--- src/rtl/core/cvdf_pkg.sv ---
`timescale 1ns / 1ps
// ============================================================================
// cvdf_pkg
// Types, mode codes and coefficient matrices of the color vision filter.
// ============================================================================
package cvdf_pkg;

    // filter mode register
    localparam int unsigned MODE_W = 3;
    typedef logic [MODE_W-1:0] t_mode;

    localparam t_mode MODE_NORMAL     = 3'd0;
    localparam t_mode MODE_PROTANOPIA = 3'd1;
    localparam t_mode MODE_DEUTAN     = 3'd2;
    localparam t_mode MODE_TRITANOPIA = 3'd3;
    localparam t_mode MODE_MONO       = 3'd4;

    // apb side
    localparam int unsigned APB_ADDR_W = 2;
    localparam int unsigned APB_DATA_W = 32;
    localparam logic [APB_ADDR_W-1:0] ADDR_FILTER_MODE = 2'd0;

    // datapath widths
    localparam int unsigned CHAN_W = 8;
    localparam int unsigned COEF_W = 16;   // unsigned q0.16
    localparam int unsigned PROD_W = CHAN_W + COEF_W;
    localparam int unsigned SUM_W  = PROD_W + 2;

    typedef logic [CHAN_W-1:0] t_chan;
    typedef logic [COEF_W-1:0] t_coef;
    typedef logic [PROD_W-1:0] t_prod;

    typedef struct packed {
        t_chan red;
        t_chan green;
        t_chan blue;
        t_chan alpha;
    } t_pixel;

    // rows give red, green, blue out; columns weight red, green, blue in
    typedef t_coef [0:2][0:2] t_matrix;

    // products travelling from the multiplier stage to the summing stage
    typedef struct packed {
        t_prod [0:2][0:2] prod;
        logic             pass;
        t_pixel           pix;
    } t_prod_beat;

    // coefficient matrix of a mode, zero where the pixel passes through
    function automatic t_matrix coef_matrix(t_mode mode);
        t_matrix m;
        unique case (mode)
            MODE_PROTANOPIA: m = '{'{16'd37159, 16'd28377, 16'd0},
                                   '{16'd36569, 16'd28967, 16'd0},
                                   '{16'd0,     16'd15860, 16'd49676}};
            MODE_DEUTAN:     m = '{'{16'd40960, 16'd24576, 16'd0},
                                   '{16'd45875, 16'd19661, 16'd0},
                                   '{16'd0,     16'd19661, 16'd45875}};
            MODE_TRITANOPIA: m = '{'{16'd62259, 16'd3277,  16'd0},
                                   '{16'd0,     16'd28377, 16'd37159},
                                   '{16'd0,     16'd31130, 16'd34406}};
            MODE_MONO:       m = '{'{16'd19595, 16'd38470, 16'd7471},
                                   '{16'd19595, 16'd38470, 16'd7471},
                                   '{16'd19595, 16'd38470, 16'd7471}};
            default:         m = '0;
        endcase
        return m;
    endfunction

    // modes outside the matrix set pass the pixel unchanged
    function automatic logic is_pass(t_mode mode);
        return !(mode == MODE_PROTANOPIA || mode == MODE_DEUTAN ||
                 mode == MODE_TRITANOPIA || mode == MODE_MONO);
    endfunction

endpackage

--- src/rtl/core/cvdf_if.sv ---
`timescale 1ns / 1ps
// ============================================================================
// cvdf pixel interfaces
// Valid/ready pixel channels into and out of the color vision filter.
// ============================================================================
interface cvdf_pix_in_if;
    logic       valid;
    logic       ready;
    logic [7:0] red_in;
    logic [7:0] green_in;
    logic [7:0] blue_in;
    logic [7:0] alpha_in;

    modport source (output valid, red_in, green_in, blue_in, alpha_in, input ready);
    modport sink   (input valid, red_in, green_in, blue_in, alpha_in, output ready);
endinterface

interface cvdf_pix_out_if;
    logic       valid;
    logic       ready;
    logic [7:0] red_out;
    logic [7:0] green_out;
    logic [7:0] blue_out;
    logic [7:0] alpha_out;

    modport source (output valid, red_out, green_out, blue_out, alpha_out, input ready);
    modport sink   (input valid, red_out, green_out, blue_out, alpha_out, output ready);
endinterface

--- src/rtl/core/color_vision_deficiency_filter.sv ---
`timescale 1ns / 1ps
// pipeline from input beat to output beat: select, multiply and sum stages
// throughput: one pixel per cycle while the output is not stalled, each stage is a full register stage
// ready is combinational back through all stages; a waiting output blocks input once full
// reset: synchronous active-low, empties all pipeline stages, mode returns to normal
// ============================================================================
// color_vision_deficiency_filter
// RGBA color blindness simulation matrix with APB mode register.
// ============================================================================
module color_vision_deficiency_filter
    import cvdf_pkg::*;
(
    input  logic                  i_clk,
    input  logic                  i_rst_n,
    input  logic                  psel,
    input  logic                  penable,
    input  logic                  pwrite,
    input  logic [APB_ADDR_W-1:0] paddr,
    input  logic [APB_DATA_W-1:0] pwdata,
    output logic [APB_DATA_W-1:0] prdata,
    output logic                  pready,
    cvdf_pix_in_if.sink           i_pix,
    cvdf_pix_out_if.source        o_pix
);

    t_mode      mode;
    logic       prod_valid;
    logic       prod_ready;
    t_prod_beat prod_beat;

    // mode register
    cvdf_cfg u_cfg (
        .i_clk   (i_clk),
        .i_rst_n (i_rst_n),
        .psel    (psel),
        .penable (penable),
        .pwrite  (pwrite),
        .paddr   (paddr),
        .pwdata  (pwdata),
        .prdata  (prdata),
        .pready  (pready),
        .o_mode  (mode)
    );

    // select and multiply stages
    cvdf_mult u_mult (
        .i_clk   (i_clk),
        .i_rst_n (i_rst_n),
        .i_mode  (mode),
        .i_pix   (i_pix),
        .o_valid (prod_valid),
        .i_ready (prod_ready),
        .o_beat  (prod_beat)
    );

    // sum, saturate and output stage
    cvdf_acc u_acc (
        .i_clk   (i_clk),
        .i_rst_n (i_rst_n),
        .i_valid (prod_valid),
        .o_ready (prod_ready),
        .i_beat  (prod_beat),
        .o_pix   (o_pix)
    );

endmodule

--- src/rtl/core/cvdf_cfg.sv ---
`timescale 1ns / 1ps
// ============================================================================
// cvdf_cfg
// APB register file holding the filter mode.
// ============================================================================
module cvdf_cfg
    import cvdf_pkg::*;
(
    input  logic                  i_clk,
    input  logic                  i_rst_n,
    input  logic                  psel,
    input  logic                  penable,
    input  logic                  pwrite,
    input  logic [APB_ADDR_W-1:0] paddr,
    input  logic [APB_DATA_W-1:0] pwdata,
    output logic [APB_DATA_W-1:0] prdata,
    output logic                  pready,
    output t_mode                 o_mode
);

    t_mode r_mode;
    logic  wr_en;

    // single register, every write lands in it
    assign wr_en  = psel && penable && pwrite;
    assign pready = 1'b1;

    always_ff @(posedge i_clk) begin
        if (!i_rst_n) begin
            r_mode <= MODE_NORMAL;
        end else if (wr_en) begin
            r_mode <= pwdata[MODE_W-1:0];
        end
    end

    // readback, zero on unaligned byte offsets
    always_comb begin
        prdata = '0;
        if (paddr == ADDR_FILTER_MODE) begin
            prdata = {{(APB_DATA_W-MODE_W){1'b0}}, r_mode};
        end
    end

    assign o_mode = r_mode;

endmodule

--- src/rtl/core/cvdf_mult.sv ---
`timescale 1ns / 1ps
// ============================================================================
// cvdf_mult
// Coefficient select stage followed by the nine-product multiplier stage.
// ============================================================================
module cvdf_mult
    import cvdf_pkg::*;
(
    input  logic        i_clk,
    input  logic        i_rst_n,
    input  t_mode       i_mode,
    cvdf_pix_in_if.sink i_pix,
    output logic        o_valid,
    input  logic        i_ready,
    output t_prod_beat  o_beat
);

    logic                   r_s1_valid;
    t_pixel                 r_s1_pix;
    t_matrix                r_s1_coef;
    logic                   r_s1_pass;
    logic                   r_s2_valid;
    t_prod_beat             r_s2_beat;
    logic                   s1_ready;
    logic                   s2_ready;
    t_chan [0:2]            s1_chan;
    t_prod [0:2][0:2]       n_prod;

    // stage advances when empty or when the stage after it moves
    assign s2_ready    = !r_s2_valid || i_ready;
    assign s1_ready    = !r_s1_valid || s2_ready;
    assign i_pix.ready = s1_ready;

    // stage 1: capture pixel and the matrix for the current mode
    always_ff @(posedge i_clk) begin
        if (!i_rst_n) begin
            r_s1_valid <= 1'b0;
        end else if (s1_ready) begin
            r_s1_valid <= i_pix.valid;
        end
    end

    always_ff @(posedge i_clk) begin
        if (s1_ready && i_pix.valid) begin
            r_s1_pix  <= '{red:   i_pix.red_in,  green: i_pix.green_in,
                            blue:  i_pix.blue_in, alpha: i_pix.alpha_in};
            r_s1_coef <= coef_matrix(i_mode);
            r_s1_pass <= is_pass(i_mode);
        end
    end

    // stage 2: nine 16x8 products
    assign s1_chan = {r_s1_pix.red, r_s1_pix.green, r_s1_pix.blue};

    always_comb begin
        for (int row = 0; row < 3; row++) begin
            for (int col = 0; col < 3; col++) begin
                n_prod[row][col] = PROD_W'(r_s1_coef[row][col]) * PROD_W'(s1_chan[col]);
            end
        end
    end

    always_ff @(posedge i_clk) begin
        if (!i_rst_n) begin
            r_s2_valid <= 1'b0;
        end else if (s2_ready) begin
            r_s2_valid <= r_s1_valid;
        end
    end

    always_ff @(posedge i_clk) begin
        if (s2_ready && r_s1_valid) begin
            r_s2_beat.prod <= n_prod;
            r_s2_beat.pass <= r_s1_pass;
            r_s2_beat.pix  <= r_s1_pix;
        end
    end

    assign o_valid = r_s2_valid;
    assign o_beat  = r_s2_beat;

    // a held stage keeps its beat
    a_s1_hold: assert property (@(posedge i_clk) disable iff (!i_rst_n)
        (r_s1_valid && !s2_ready) |=> (r_s1_valid && $stable(r_s1_pix)))
        else $error("stage 1 beat lost under stall");

    // passing modes carry an all-zero matrix
    a_pass_zero: assert property (@(posedge i_clk) disable iff (!i_rst_n)
        (r_s1_valid && r_s1_pass) |-> (r_s1_coef == '0))
        else $error("pass-through beat with nonzero coefficients");

endmodule

--- src/rtl/core/cvdf_acc.sv ---
`timescale 1ns / 1ps
// ============================================================================
// cvdf_acc
// Row summing, q0.16 truncation, saturation and the output register.
// ============================================================================
module cvdf_acc
    import cvdf_pkg::*;
(
    input  logic          i_clk,
    input  logic          i_rst_n,
    input  logic          i_valid,
    output logic          o_ready,
    input  t_prod_beat    i_beat,
    cvdf_pix_out_if.source o_pix
);

    logic                 r_valid;
    t_pixel               r_pix;
    logic [SUM_W-1:0]     row_sum [3];
    t_chan [0:2]          n_chan;
    logic [SUM_W-17:0]    row_int [3];

    assign o_ready = !r_valid || o_pix.ready;

    // sum each row, drop the fraction, clamp to 255
    always_comb begin
        for (int row = 0; row < 3; row++) begin
            row_sum[row] = SUM_W'(i_beat.prod[row][0]) + SUM_W'(i_beat.prod[row][1])
                         + SUM_W'(i_beat.prod[row][2]);
            row_int[row] = row_sum[row][SUM_W-1:16];
            n_chan[row]  = (|row_int[row][SUM_W-17:CHAN_W]) ? {CHAN_W{1'b1}}
                                                             : row_int[row][CHAN_W-1:0];
        end
    end

    // output register
    always_ff @(posedge i_clk) begin
        if (!i_rst_n) begin
            r_valid <= 1'b0;
        end else if (o_ready) begin
            r_valid <= i_valid;
        end
    end

    always_ff @(posedge i_clk) begin
        if (o_ready && i_valid) begin
            if (i_beat.pass) begin
                r_pix <= i_beat.pix;
            end else begin
                r_pix <= '{red: n_chan[0], green: n_chan[1], blue: n_chan[2],
                           alpha: i_beat.pix.alpha};
            end
        end
    end

    assign o_pix.valid     = r_valid;
    assign o_pix.red_out   = r_pix.red;
    assign o_pix.green_out = r_pix.green;
    assign o_pix.blue_out  = r_pix.blue;
    assign o_pix.alpha_out = r_pix.alpha;

    // rows sum to unity, so a sum never reaches the top two bits
    a_no_ovf: assert property (@(posedge i_clk) disable iff (!i_rst_n)
        i_valid |-> (row_sum[0][SUM_W-1:SUM_W-2] == 2'b00 &&
                     row_sum[1][SUM_W-1:SUM_W-2] == 2'b00 &&
                     row_sum[2][SUM_W-1:SUM_W-2] == 2'b00))
        else $error("row sum exceeded unity gain");

    // backpressure only while a result is waiting
    a_ready: assert property (@(posedge i_clk) disable iff (!i_rst_n)
        !o_ready |-> (r_valid && !o_pix.ready))
        else $error("stage stalled with nothing waiting");

    // reset empties the output register
    a_rst: assert property (@(posedge i_clk)
        !i_rst_n |=> !r_valid)
        else $error("output valid after reset");

endmodule
--- src/flat_wrapper.sv ---
// flat-port wrapper written by rule: the top's interface ports become plain ports
module color_vision_deficiency_filter_flat import cvdf_pkg::*;
  (i_clk, i_rst_n, psel, penable, pwrite, paddr, pwdata, prdata, pready, i_pix_valid, i_pix_red_in, i_pix_green_in, i_pix_blue_in, i_pix_alpha_in, i_pix_ready, o_pix_valid, o_pix_red_out, o_pix_green_out, o_pix_blue_out, o_pix_alpha_out, o_pix_ready);
  cvdf_pix_in_if i_pix_i ();
  cvdf_pix_out_if o_pix_i ();
  input  logic i_clk;
  input  logic i_rst_n;
  input  logic psel;
  input  logic penable;
  input  logic pwrite;
  input  logic [APB_ADDR_W-1:0] paddr;
  input  logic [APB_DATA_W-1:0] pwdata;
  output logic [APB_DATA_W-1:0] prdata;
  output logic pready;
  input wire logic [$bits(i_pix_i.valid)-1:0] i_pix_valid;
  input wire logic [$bits(i_pix_i.red_in)-1:0] i_pix_red_in;
  input wire logic [$bits(i_pix_i.green_in)-1:0] i_pix_green_in;
  input wire logic [$bits(i_pix_i.blue_in)-1:0] i_pix_blue_in;
  input wire logic [$bits(i_pix_i.alpha_in)-1:0] i_pix_alpha_in;
  output wire logic [$bits(i_pix_i.ready)-1:0] i_pix_ready;
  output wire logic [$bits(o_pix_i.valid)-1:0] o_pix_valid;
  output wire logic [$bits(o_pix_i.red_out)-1:0] o_pix_red_out;
  output wire logic [$bits(o_pix_i.green_out)-1:0] o_pix_green_out;
  output wire logic [$bits(o_pix_i.blue_out)-1:0] o_pix_blue_out;
  output wire logic [$bits(o_pix_i.alpha_out)-1:0] o_pix_alpha_out;
  input wire logic [$bits(o_pix_i.ready)-1:0] o_pix_ready;
  assign i_pix_i.valid = i_pix_valid;
  assign i_pix_i.red_in = i_pix_red_in;
  assign i_pix_i.green_in = i_pix_green_in;
  assign i_pix_i.blue_in = i_pix_blue_in;
  assign i_pix_i.alpha_in = i_pix_alpha_in;
  assign i_pix_ready = i_pix_i.ready;
  assign o_pix_valid = o_pix_i.valid;
  assign o_pix_red_out = o_pix_i.red_out;
  assign o_pix_green_out = o_pix_i.green_out;
  assign o_pix_blue_out = o_pix_i.blue_out;
  assign o_pix_alpha_out = o_pix_i.alpha_out;
  assign o_pix_i.ready = o_pix_ready;
  color_vision_deficiency_filter u_core (.i_clk(i_clk), .i_rst_n(i_rst_n), .psel(psel), .penable(penable), .pwrite(pwrite), .paddr(paddr), .pwdata(pwdata), .prdata(prdata), .pready(pready), .i_pix(i_pix_i), .o_pix(o_pix_i));
endmodule
--- config.mk ---
export PLATFORM = sky130hd
export DESIGN_NAME = color_vision_deficiency_filter_flat
export DESIGN_NICKNAME = d
export VERILOG_FILES = /design/src/rtl/core/cvdf_pkg.sv /design/src/rtl/core/cvdf_if.sv /design/src/rtl/core/color_vision_deficiency_filter.sv /design/src/rtl/core/cvdf_cfg.sv /design/src/rtl/core/cvdf_mult.sv /design/src/rtl/core/cvdf_acc.sv /design/src/flat_wrapper.sv
export SDC_FILE = /design/constraint.sdc
export NUM_CORES = 2
export LEC_CHECK = 0
export ABC_AREA = 1
export BUFFER_PORTS_ARGS = -buffer_cell sky130_fd_sc_hd__buf_2
export CORE_AREA = 2 2 228 455
export CTS_BUF_LIST = sky130_fd_sc_hd__clkbuf_8
export CTS_CLUSTER_SIZE = 40
export DETAILED_ROUTE_END_ITERATION = 10
export DIE_AREA = 0 0 230 457
export SYNTH_ARGS = -nofsm -noshare
export SYNTH_HDL_FRONTEND = slang
export SYNTH_SLANG_ARGS = --single-unit
--- constraint.sdc ---
create_clock -name i_clk -period 18.2 [get_ports i_clk]
set_input_delay 0 -clock i_clk [delete_from_list [all_inputs] [get_ports i_clk]]
set_output_delay 0 -clock i_clk [all_outputs]
set_load 0.01 [all_outputs]
Word level (Yosys, flattened, before mapping). Cells that the tools add are included.

$add $sub $neg: 6. $mul: 9. Eq/ne operators: 4. Muxes and demuxes: 6. Reductions and logical operators: 19.

Operators by type and width (number): 144-bit case mux with 4 select lines (1); 16-bit by 8-bit multiplier with 24-bit output (9); 25-bit by 24-bit adder with 26-bit output (3); 24-bit by 24-bit adder with 25-bit output (3); 32-bit two-way mux (1); 8-bit two-way mux (3); 3-bit by 2-bit equality test with 1-bit output (second input constant) (2); 1-bit logical OR (6); 2-bit OR reduction (3); 1-bit logical AND (5); 1-bit logical NOT (4); 3-bit by 1-bit equality test with 1-bit output (second input constant) (1); 3-bit equality test (second input constant) (1); 3-bit two-way mux (1); 2-bit logical NOT (1).

Bits in registers: 464. Input port bits: 73. Output and inout port bits: 67.

Longest topological paths before layout.
Depth after elaboration: 5. Mapped depth: 25.

Modules after synthesis. Synthesis repeated with hierarchy kept, for this count alone.

Cells, all modules: 5883. Area total of the unflattened synthesis: 47588.1 um2.

By module, submodules not included: cvdf_mult (times used 1, cells an instance 4796, area each 40284.9 um2, seq. area each 8868.5 um2); cvdf_acc (times used 1, cells an instance 1032, area each 6926.6 um2, seq. area each 980.9 um2); cvdf_cfg (times used 1, cells an instance 55, area each 376.6 um2, seq. area each 60.1 um2).

Least setup slack after synthesis. Ideal clock, no wire load.

Path kind: register to register. Start point: register u_core.u_acc.r_valid, in the netlist u_core.u_acc.o_pix.valid. End point: register u_core.u_mult.r_s2_beat (netlist bit u_core.u_mult.o_beat[0]), enable pin. Setup time: 0.599 ns. Arrival time: 5.347 ns. Required time: 17.601 ns. Path slack: 12.255 ns. Cell stages (with the launch flop): 6. Buffers on the path: 0. Clock period less this slack: 5.945 ns. Path through: dfxtp_1 nand2_1 nor2_1 inv_1 nand2_1 inv_1.

Longest elaborated chain between the ends: 4.

Ends and longest elaborated chain: start, declared (line cvdf_acc.sv:17) `logic r_valid;`; start signal, assigned (line cvdf_acc.sv:41) `r_valid <= i_valid;`; 1-bit logical NOT (line cvdf_acc.sv:23) `assign o_ready = !r_valid || o_pix.ready;`; 1-bit logical OR (line cvdf_acc.sv:23); 1-bit logical OR (line cvdf_mult.sv:30) `assign s2_ready = !r_s2_valid || i_ready;`; 1-bit logical AND (line cvdf_mult.sv:72) `if (s2_ready && r_s1_valid) begin`; end, declared (line cvdf_mult.sv:23) `t_prod_beat r_s2_beat;`.

No other way between the ends. A chain may end at the register's enable or synchronous reset.

==> results by group <==
Outcome
  – Status: completed

STA
  – Period utilization: between 30% and 40%
  – Final hold vios: 0
  – Max Fclk: 170.0 MHz
  – Setup tns final: 0 ns
  – Max-slew headroom: a little under a third
  – Post-layout worst setup margin: roughly 12 ns
  – Slew Viols, Final: 0
  – Setup violations, final: 0
  – Worst Skew: between 0.05 and 0.06 ns
  – Crit path time final: approximately 6 ns
  – Slew @ Worst Pin: slightly above 1 ns
  – Hold WS: roughly 0.058 ns
  – RSZ-0062 raised after global routing: no

Critical path
  – CP required: 18.59 ns
  – CP most frequent cell: nand2_1
  – Crit Path Category: register to register
  – Crit-path max FO: 25
  – Crit path max-delay cell type: nor2_1
  – Worst r2r dst: u_core.u_mult.o_beat[245]$_DFFE_PP_
  – CP Capture Type: register
  – Flop2flop setup slack: approximately 12 ns
  – CP max stage delay: between 0.7 and 0.8 ns
  – Crit start category: register
  – Crit path arrival time: 6.28 ns
  – Worst reg2reg path depth: 24
  – Critical path cell sequence: buf_4 > nand2_1 > buf_4 > nor2_1 > inv_1 > nand2_1 > inv_1 > ha_1 > inv_1 > fa_1 > inv_1 > fa_1 > inv_1 > fa_1 > inv_1 > ha_1 > a21oi_1 > o21ai_0 > a21oi_1 > nand2_1 > nand2_1 > nand2_1 > nand2_1 > nand2_1
  – Worst reg2reg startpoint: u_core.u_mult.r_s1_coef[25]$_SDFFCE_PN0P_

CTS
  – H-tree depth: 2
  – Total CTS buffers: 55
  – TritonCTS clock tree: done
  – CTS Buffer Depth: 3
  – Clock slew at reported path FFs: 0.07 ns
  – CTS Root Cell: clkbuf_8
  – CTS sink cnt: roughly 330
  – Post-CTS setup buffer count: 0
  – Post_cts resized: 0
  – Post-CTS Hold Buffers: 63
  – Clk Latency, worst-skew pair: around 0.70 ns

Finish
  – Nets: 6384
  – FF/Latch Area: around 10000 um^2
  – P&R area growth vs syn: 8.477%
  – Fillcell total: roughly 10000
  – Area of the multi-input gates: 29660 um^2
  – Layout cells sized above 1: about 4.6%

Synth
  – Largest cells by area after synthesis: fa_1 26%, edfxtp_1 22%, ha_1 17%
  – Synth cell types: 50
  – Post-synth top flop: edfxtp_1
  – Area fraction of the dominant cell type after synthesis: 25.54%
  – Seq/Total Area, Yosys: about 22%
  – Mapped Area: roughly 44000 um^2
  – FF+latch count, synth: 332
  – Most common cell in the netlist: inv_1
  – Async set-reset flop share out of synthesis: 0%
  – Commonest cells in the netlist: 1200 x inv_1, 989 x nand2_1, 595 x ha_1, 567 x fa_1, 326 x edfxtp_1
  – Synth area leader: fa_1
  – EDFF count, synth: ~330
  – Syn. warnings: 0
  – Syn Area/Cell: around 8.9 um^2
  – Mapped Cells: 4984

Pwr
  – Pwr Density: between 100 and 150 nW/um^2
  – Leakage: approximately 0.026 uW
  – Worst vdd ir: between 0.06 and 0.07 mV

Die
  – Full die area: 105100 um^2
  – Core Box Area: about 100000 um^2
  – Row count: ~170
  – IO Pins: 140
  – Die Y: ~460 um
  – Initial core utilization: 43.67%
  – Die Wd: between 200 and 250 um

Route
  – Vias/cell: slightly above 5
  – DR vias: roughly 33000
  – Post-route DRC: 0
  – First-pass DRT Iterations: 8
  – DRT antenna net count: 0
  – Drt total wl: 133500 um
  – Detailed Route Iter0 Violations: just over 2000
  – DR WL/cell: about 20 um

Min path
  – Hold EP: u_core.u_mult.r_s1_pix[17]$_DFFE_PP_
  – Min-delay src: i_pix_green_in[1]
  – Worst hold path class: primary input to register
  – Hold Path Depth: 2

Placed design
  – Dpl hpwl: 112400 um
  – Gpl congestion: roughly 1
  – DP Worst Slack: roughly 12 ns
  – Port bufs: 80

Global routing
  – Largest net degree at the start of global routing: a little under 80
  – Tot GR Track Use: 25.95%
  – Number of global-route vias before repair: 35280
  – First-pass GRT wire length: between 200000 and 250000 um
  – Initial antenna violation count: 4
  – Global route total overflow: 0

Flow run
  – Max-cap violations: 0
==> cell type report <==
cell class | count | share of cell area [%]
clock inverter | 43 | 0.7890
antenna | 3 | 0.01557
multi-input combinational | 3384 | 61.53
timing repair buffer | 174 | 2.621
inverter | 1202 | 9.375
clock buffer | 57 | 1.627
sequential | 332 | 20.56
tap | 1344 | 3.488
==> logic make-up after synthesis <==
| logic type | share of synthesized area (%) |
|---|---|
| buffers and inverters | 11.22 |
| other | 0.01690 |
| adders and majority gates | 42.29 |
| DFF | 22.30 |
| xor gates and xnor gates | 3.981 |
| AOI/OAI and AO/OA | 6.475 |
| and+or+nand+nor | 13.72 |
==> metrics by stage <==
| step | total power (uW) | util, % | instances | area [um^2] |
|---|---|---|---|---|
| after floorplan | 4110 | - | 5012 | 44550 |
| after global placement | 5296 | 45.60 | 6373 | 46410 |
| after detailed placement | 5312 | 45.60 | 6373 | 46410 |
| after CTS | 6093 | 47.36 | 6536 | 48200 |
| after global routing | 6666 | 47.36 | 6537 | 48200 |
| final | 6050 | 47.37 | 6539 | 48210 |
==> routing by layer <==
layer	up-vias	part of all wire [%]	GRT usage, %
met1	16220	40	30.79
met5	-	0.022	0
met4	4	7.1	14.48
met3	250	3.7	2.489
li1	15870	-	-
met2	795	49	45.77
==> where the power goes <==
part | switching [uW] | total [uW] | internal (uW)
Sequential | 123 | 1230 | 1110
Combinational | 2650 | 4090 | 1450
Clock | 342 | 723 | 381
==> worst max-delay path, delay by kind of cell, from the launching register on <==
| kind | cells | cell delay (ns) |
|---|---|---|
| AND/OR/NAND/NOR | 8 | 1.53 |
| flip-flops | 1 | 0.32 |
| adder cells (fa/ha/maj) | 5 | 2.14 |
| buffers and inverters | 8 | 1.18 |
| AO/OA/AOI/OAI | 3 | 0.37 |
==> how the worst max path moves through the flow <==
stage	from	cells past startpoint	end	slack, ns
final	u_core.u_mult.r_s1_coef[25]$_SDFFCE_PN0P_	24	u_core.u_mult.o_beat[245]$_DFFE_PP_	12.32
after global routing	u_core.u_mult.r_s1_coef[25]$_SDFFCE_PN0P_	24	u_core.u_mult.o_beat[245]$_DFFE_PP_	12.18
after CTS	u_core.u_mult.r_s1_coef[25]$_SDFFCE_PN0P_	18	u_core.u_mult.o_beat[246]$_DFFE_PP_	12.33
after detailed placement	u_core.u_mult.r_s1_coef[25]$_SDFFCE_PN0P_	18	u_core.u_mult.o_beat[246]$_DFFE_PP_	12.34
after global placement	u_core.u_mult.r_s1_coef[25]$_SDFFCE_PN0P_	24	u_core.u_mult.o_beat[245]$_DFFE_PP_	12.38
after floorplan	u_core.u_acc.o_pix.valid$_SDFFE_PN0P_	5	u_core.u_mult.o_beat[0]$_DFFE_PP_	12.25
==> sequential cells by signal, summed over array words and instances (netlist names) <==
signal	flops
u_core.u_acc.o_pix.valid	1
u_core.u_mult.r_s1_pix	32
u_core.u_cfg.o_mode	3
u_core.u_mult.o_valid	1
u_core.u_mult.r_s1_coef	14
u_core.u_acc.o_pix.red_out	8
u_core.u_acc.o_pix.blue_out	8
u_core.u_mult.r_s1_pass	1
u_core.u_acc.o_pix.alpha_out	8
u_core.u_mult.o_beat	247
u_core.u_acc.o_pix.green_out	8
u_core.u_mult.r_s1_valid	1
==> cell usage in the layout, fill, tap and decap left out, types with 63 or more instances in the layout <==
cell / Yosys / layout
a21oi_1: 236 / 235
buf_2: 4 / 80
dlygate4sd3_1: 0 / 63
edfxtp_1: 326 / 326
fa_1: 567 / 567
ha_1: 595 / 595
inv_1: 1200 / 1203
nand2_1: 989 / 989
nand3_1: 142 / 142
nor2_1: 238 / 238
o21ai_0: 93 / 93
xnor2_1: 64 / 64
xor2_1: 138 / 138
(Power assumes the default switching activity.)
